<file path="src/rtl/core/pvpc_pkg.sv">
// Shared widths, codes and payload types of the point versus primitive classifier.
package pvpc_pkg;

    localparam int COORD_BITS = 16;
    localparam int DIFF_W     = COORD_BITS + 1;
    localparam int BOX_W      = COORD_BITS + 2;
    localparam int PROD_W     = 2 * DIFF_W;
    localparam int SQ_W       = 2 * COORD_BITS;
    localparam int DIST_W     = SQ_W + 2;
    localparam int DOT_W      = PROD_W + 2;
    localparam int CROSS_W    = PROD_W + 1;
    localparam int MAG_W      = PROD_W;
    localparam int CRSQ_W     = 2 * MAG_W;
    localparam int LHS_W      = CRSQ_W;
    localparam int RAD_W      = COORD_BITS - 1;
    localparam int R2_W       = 2 * RAD_W;
    localparam int RHS_W      = R2_W + DIST_W;

    localparam int MODE_W     = 2;
    localparam int REL_W      = 2;
    localparam int FACE_W     = 3;
    localparam int CFG_IDX_W  = 3;
    localparam int CFG_DATA_W = COORD_BITS;

    localparam logic [MODE_W-1:0] MODE_SPHERE  = 2'd0;
    localparam logic [MODE_W-1:0] MODE_BOX     = 2'd1;
    localparam logic [MODE_W-1:0] MODE_CAPSULE = 2'd2;

    localparam logic [REL_W-1:0] REL_OUTSIDE = 2'd0;
    localparam logic [REL_W-1:0] REL_SURFACE = 2'd1;
    localparam logic [REL_W-1:0] REL_INSIDE  = 2'd2;

    localparam logic [FACE_W-1:0] FACE_NX = 3'd0;
    localparam logic [FACE_W-1:0] FACE_PX = 3'd1;
    localparam logic [FACE_W-1:0] FACE_NY = 3'd2;
    localparam logic [FACE_W-1:0] FACE_PY = 3'd3;
    localparam logic [FACE_W-1:0] FACE_NZ = 3'd4;
    localparam logic [FACE_W-1:0] FACE_PZ = 3'd5;

    localparam logic [CFG_IDX_W-1:0] REG_SHAPE_MODE = 3'd0;
    localparam logic [CFG_IDX_W-1:0] REG_FIRST_X    = 3'd1;
    localparam logic [CFG_IDX_W-1:0] REG_FIRST_Y    = 3'd2;
    localparam logic [CFG_IDX_W-1:0] REG_FIRST_Z    = 3'd3;
    localparam logic [CFG_IDX_W-1:0] REG_SECOND_X   = 3'd4;
    localparam logic [CFG_IDX_W-1:0] REG_SECOND_Y   = 3'd5;
    localparam logic [CFG_IDX_W-1:0] REG_SECOND_Z   = 3'd6;
    localparam logic [CFG_IDX_W-1:0] REG_RADIUS     = 3'd7;

    // Axis 0 is x, 1 is y, 2 is z.
    typedef logic [2:0][COORD_BITS-1:0] coord3_t;

    typedef struct packed {
        logic [MODE_W-1:0] mode;
        coord3_t           first;
        coord3_t           second;
        logic [RAD_W-1:0]  radius;
    } cfg_t;

    // Products leaving the front end.
    typedef struct packed {
        logic [MODE_W-1:0]         mode;
        logic [R2_W-1:0]           r2;
        logic [REL_W-1:0]          box_rel;
        logic [FACE_W-1:0]         box_face;
        logic [2:0][SQ_W-1:0]      sqw;
        logic [2:0][SQ_W-1:0]      sqv;
        logic [2:0][SQ_W-1:0]      sqd;
        logic [2:0][PROD_W-1:0]    wd;
        logic [2:0][PROD_W-1:0]    vd;
        logic [2:0][PROD_W-1:0]    crp;
        logic [2:0][PROD_W-1:0]    crn;
    } prod_t;

    // Flags and wide squares leaving the reduction stages.
    typedef struct packed {
        logic [MODE_W-1:0]         mode;
        logic [REL_W-1:0]          box_rel;
        logic [FACE_W-1:0]         box_face;
        logic                      between;
        logic                      sa_lt;
        logic                      sa_eq;
        logic                      sb_lt;
        logic                      sb_eq;
        logic [2:0][CRSQ_W-1:0]    crsq;
        logic [RHS_W-1:0]          rhs;
    } red_t;

endpackage

</file>
<file path="src/rtl/core/pvpc_decide.sv">
// Final stage: body comparison, per-shape relation select and the result register.
module pvpc_decide (
    input  logic                          aclk,
    input  logic                          aresetn,
    input  logic                          in_valid,
    output logic                          in_ready,
    input  pvpc_pkg::red_t                in_data,
    output logic                          out_valid,
    input  logic                          out_ready,
    output logic [pvpc_pkg::REL_W-1:0]    out_relation,
    output logic [pvpc_pkg::FACE_W-1:0]   out_face
);
    import pvpc_pkg::*;

    logic [REL_W-1:0]  rel_next, rel_reg;
    logic [FACE_W-1:0] face_next, face_reg;
    logic              out_valid_reg;
    logic              e_en;

    always_comb begin
        logic [LHS_W-1:0] lhs;
        logic             body_in, body_on;

        lhs = LHS_W'(in_data.crsq[0]) + LHS_W'(in_data.crsq[1]) + LHS_W'(in_data.crsq[2]);
        body_in = in_data.between && (lhs < LHS_W'(in_data.rhs));
        body_on = in_data.between && (lhs == LHS_W'(in_data.rhs));
        face_next = FACE_NX;
        case (in_data.mode)
            MODE_SPHERE: begin
                rel_next = in_data.sa_lt ? REL_INSIDE :
                           (in_data.sa_eq ? REL_SURFACE : REL_OUTSIDE);
            end
            MODE_BOX: begin
                rel_next  = in_data.box_rel;
                face_next = in_data.box_face;
            end
            MODE_CAPSULE: begin
                if (body_in || in_data.sa_lt || in_data.sb_lt) begin
                    rel_next = REL_INSIDE;
                end else if (body_on || in_data.sa_eq || in_data.sb_eq) begin
                    rel_next = REL_SURFACE;
                end else begin
                    rel_next = REL_OUTSIDE;
                end
            end
            default: begin
                rel_next = REL_OUTSIDE;
            end
        endcase
    end

    assign e_en     = !out_valid_reg || out_ready;
    assign in_ready = e_en;

    always_ff @(posedge aclk) begin
        if (!aresetn) begin
            out_valid_reg <= 1'b0;
        end else if (e_en) begin
            out_valid_reg <= in_valid;
        end
    end

    always_ff @(posedge aclk) begin
        if (e_en && in_valid) begin
            rel_reg  <= rel_next;
            face_reg <= face_next;
        end
    end

    assign out_valid    = out_valid_reg;
    assign out_relation = rel_reg;
    assign out_face     = face_reg;

    // Only box mode may name a face other than the first.
    a_face_box_only: assert property (@(posedge aclk) disable iff (!aresetn)
        in_valid && e_en && (in_data.mode != MODE_BOX) |=> (face_reg == FACE_NX))
        else $error("nearest face set outside box mode");

endmodule

</file>
<file path="config.mk">
export PLATFORM = sky130hd
export DESIGN_NAME = pvpc_decide
export DESIGN_NICKNAME = d
export VERILOG_FILES = /design/src/rtl/core/pvpc_pkg.sv /design/src/rtl/core/pvpc_decide.sv
export SDC_FILE = /design/constraint.sdc
export NUM_CORES = 1
export LEC_CHECK = 0
export ABC_CLOCK_PERIOD_IN_PS = 9300
export BUFFER_PORTS_ARGS = -buffer_cell sky130_fd_sc_hd__buf_2
export CORE_UTILIZATION = 40
export DETAILED_ROUTE_END_ITERATION = 12
export GPL_TIMING_DRIVEN = 0
export PLACE_DENSITY_LB_ADDON = 0.08
export SYNTH_ARGS = -nofsm -noshare
export SYNTH_HDL_FRONTEND = slang
export SYNTH_SLANG_ARGS = --single-unit
export TNS_END_PERCENT = 30
</file>
<file path="constraint.sdc">
create_clock -name aclk -period 9.3 [get_ports aclk]
set_clock_uncertainty 0.15 [all_clocks]
set_input_delay 0.93 -clock aclk [delete_from_list [all_inputs] [get_ports aclk]]
set_output_delay 0.93 -clock aclk [all_outputs]
set_load 0.005 [all_outputs]
</file>
==> impl_metrics.yaml <==
timing:
  min_period_ns: 6.935
  tns_ns: 0
  relSlewSlack_pct: 53.44
  slew_viol_final: 0
  setup_slack_ns: 2.365
  fin_crit_sh_pct: 74.56
  hold_violations: 0
  fmax_ghz: 0.1442
  holdWs_ns: 0.3962
  rsz0062_at_grt: "no"
  tightest_slew_ns: 0.6920
  setup_viol: 0
global_route:
  antenna_found_initial: 0
  globalRouteTotalUtil_pct: 22.05
  grt_pass1_wl_um: 33310
  grt.overflow.total: 0
  grt_pass1_vias: 7242
  grt_max_degree: 11
detailed_routing:
  drtIter0Drc: 324
  drc: 0
  dr.pass1.iters: 5
  wire_per_inst_um: 14.66
  ant_nets: 0
  viasPerCell: 5.326
  routed_wl_um: 20610
  vias: 7488
final_layout:
  nNetsFinal: 1664
  final_area_um2: 8999
  area_growth_pct: 25.21
  diodes: 0
  drive_above_1_share_pct: 26.33
  largest_register_ffs: 3
clock_tree:
  clkTransAtPathRegs_ns: 0.03
  cts_sinks: 6
  numCtsBuffers: 3
  hold_buffers: 0
  cts_repair_resize_count: 0
  cts.path.max_buffers: 2
  tritoncts: "yes"
  insertion_delay_ns: 0.22
  cts_max_level: 1
  cts_root_buf: "clkbuf_16"
  post_cts_buffers: 0
floorplanning:
  start_util_pct: 41.26
  die-area_um2: 18510
  ios: 291
  coreArea_um2: 17420
  die_w_um: 136.0
  chipHeight_um: 136.0
  row_count: 48
critical_path:
  crit_top_cell: "a21o_1"
  cpPeakStageDelay_ns: 0.53
  cp.arrival_ns: 6.84
  path_buf_inv: 1
  worstPathMaxFanout: 5
  end_kind: "flop"
  worstSetupStartpointType: "input port"
  criticalPathCategory: "input port to flop"
  crit_family: "compound AO/OA/AOI/OAI gates"
  slowest_stage: "fa_1"
  path_cells: "buf_2 > fa_1 > ha_1 > and3_1 > a221oi_1 > or3_1 > a31o_2 > o211a_1 > o21ai_1 > a211oi_1 > or2_2 > a2111oi_2 > nor3_1 > nand3b_1 > ha_1 > a21o_1 > a21o_1 > a21oi_1 > o21ai_0 > a221o_1 > a211o_1 > a21o_1 > o31a_1 > o31ai_2"
  critPathRequiredTime_ns: 9.21
power:
  pwr_density_cell_nw_per_um2: 134.1
  p_leak_uw: 0.004708
  peakVddDrop_v: 0.0001425
flow_run:
  drv_cap: 0
synthesis:
  yosysTopAreaCell: "ha_1"
  synth.distinct_cells: 61
  yosys_warnings: 0
  synth_nets: 1369
  synth_top_area_share_pct: 22.63
  ys_ff_latch: 6
  synth_async_sr_flop_share_pct: 0
  syn_inst: 887
  synthTopCellsByCount: "ha_1 (130), a21oi_1 (92), inv_1 (88)"
  avgSynthCellArea_um2: 8.102
  netlist_area_um2: 7187
  yosysMostFrequentCell: "ha_1"
  synth-main-ff-cell: "edfxtp_1"
  synth_edf_count: 5
  yosysSeqAreaShare_pct: 2.368
  synth_area_leaders: "ha_1 (23%), fa_1 (19%), a21o_1 (6.5%), a21oi_1 (6.4%), xnor2_1 (5.2%)"
place:
  place_ws_ns: 2.136
  finalWeightedCongestion: 0.8929
  place_area_um2: 8920
  portBuffers: 290
  dp_hpwl_um: 18760
min_path:
  hold_path_class: "flop to flop"
status:
  status: "completed"
[power by group]
part | leakage (uW) | switching, uW | internal [uW]
clock network | 0.0000382 | 13.6 | 56.8
registers | 0.0000582 | 0.514 | 31.4
logic | 0.00461 | 612 | 492
[worst reg2reg max path, stage by stage (launching register included)]
cell	delay, ns
dfxtp_1	0.30
nand2b_1	0.10
and2_1	0.27
[path summary, 6_finish.rpt]
kind | start | to | cells after the start | slack [ns]
setup / recovery | in_data[68] | out_relation[1]$_DFFE_PP_ | 24 | 2.37
hold / removal | out_valid$_SDFFE_PN0N_ | out_valid$_SDFFE_PN0N_ | 2 | 0.40
setup reg to reg | out_valid$_SDFFE_PN0N_ | out_face[0]$_SDFFCE_PP0P_ | 2 | 8.16
hold reg to reg | out_valid$_SDFFE_PN0N_ | out_valid$_SDFFE_PN0N_ | 2 | 0.40
[cells in the final DEF, fill, tap and decap left out, types with 15 or more instances in the layout]
cell type  count
buf_2        291
ha_1         130
a21oi_1       92
inv_1         88
fa_1          68
a21o_1        62
nand2_1       52
nor2_1        47
o21ai_0       45
xnor2_1       43
nand4_1       35
nand3_1       19
xor2_1        18
clkbuf_1      17
o21bai_1      16
nor3_1        15
[layer usage]
| metal | GRT usage [%] | up-vias | wire, um | share of wire (%) |
|---|---|---|---|---|
| li1 | - | 3835 | - | - |
| met1 | 29.88 | 3404 | 9568 | 46 |
| met2 | 38.35 | 237 | 9517 | 46 |
| met3 | 2.125 | 12 | 1357 | 6.6 |
| met4 | 3.086 | 0 | 169 | 0.82 |
| met5 | 0 | - | 0 | 0 |
[cells by family (layout without fill, tap and decap cells)]
family                     after synthesis  count (layout)  share of synthesized area [%]
muxes                                    1               1                         0.1567
DFF                                      6               6                          2.368
adders and majority gates              198             198                          41.57
xor gates and xnor gates                61              61                          7.434
AOI/OAI and AO/OA                      292             292                          27.21
and+or+nand+nor                        223             223                          15.69
buffers and inverters                  106             400                          5.571
[cell type report]
cell class | count | area, um^2
Buffer | 18 | 70.07
Clock buffer | 4 | 78.83
Fill cell | 1810 | 8418
Inverter | 88 | 330.3
Multi-Input combinational cell | 775 | 6616
Sequential cell | 6 | 170.2
Tap cell | 225 | 281.5
Timing Repair Buffer | 290 | 1451
[metrics by stage]
stage	std cells	total power, uW	util, %
4_1_cts	1406	1211	51.67
5_1_grt	1406	1367	51.67
3_5_place_dp	1402	1129	51.21
6_report	1406	1206	51.67
2_1_floorplan	887	839.2	-
3_3_place_gp	1402	1123	51.21
No activity file was read; power rests on OpenSTA's default activity.
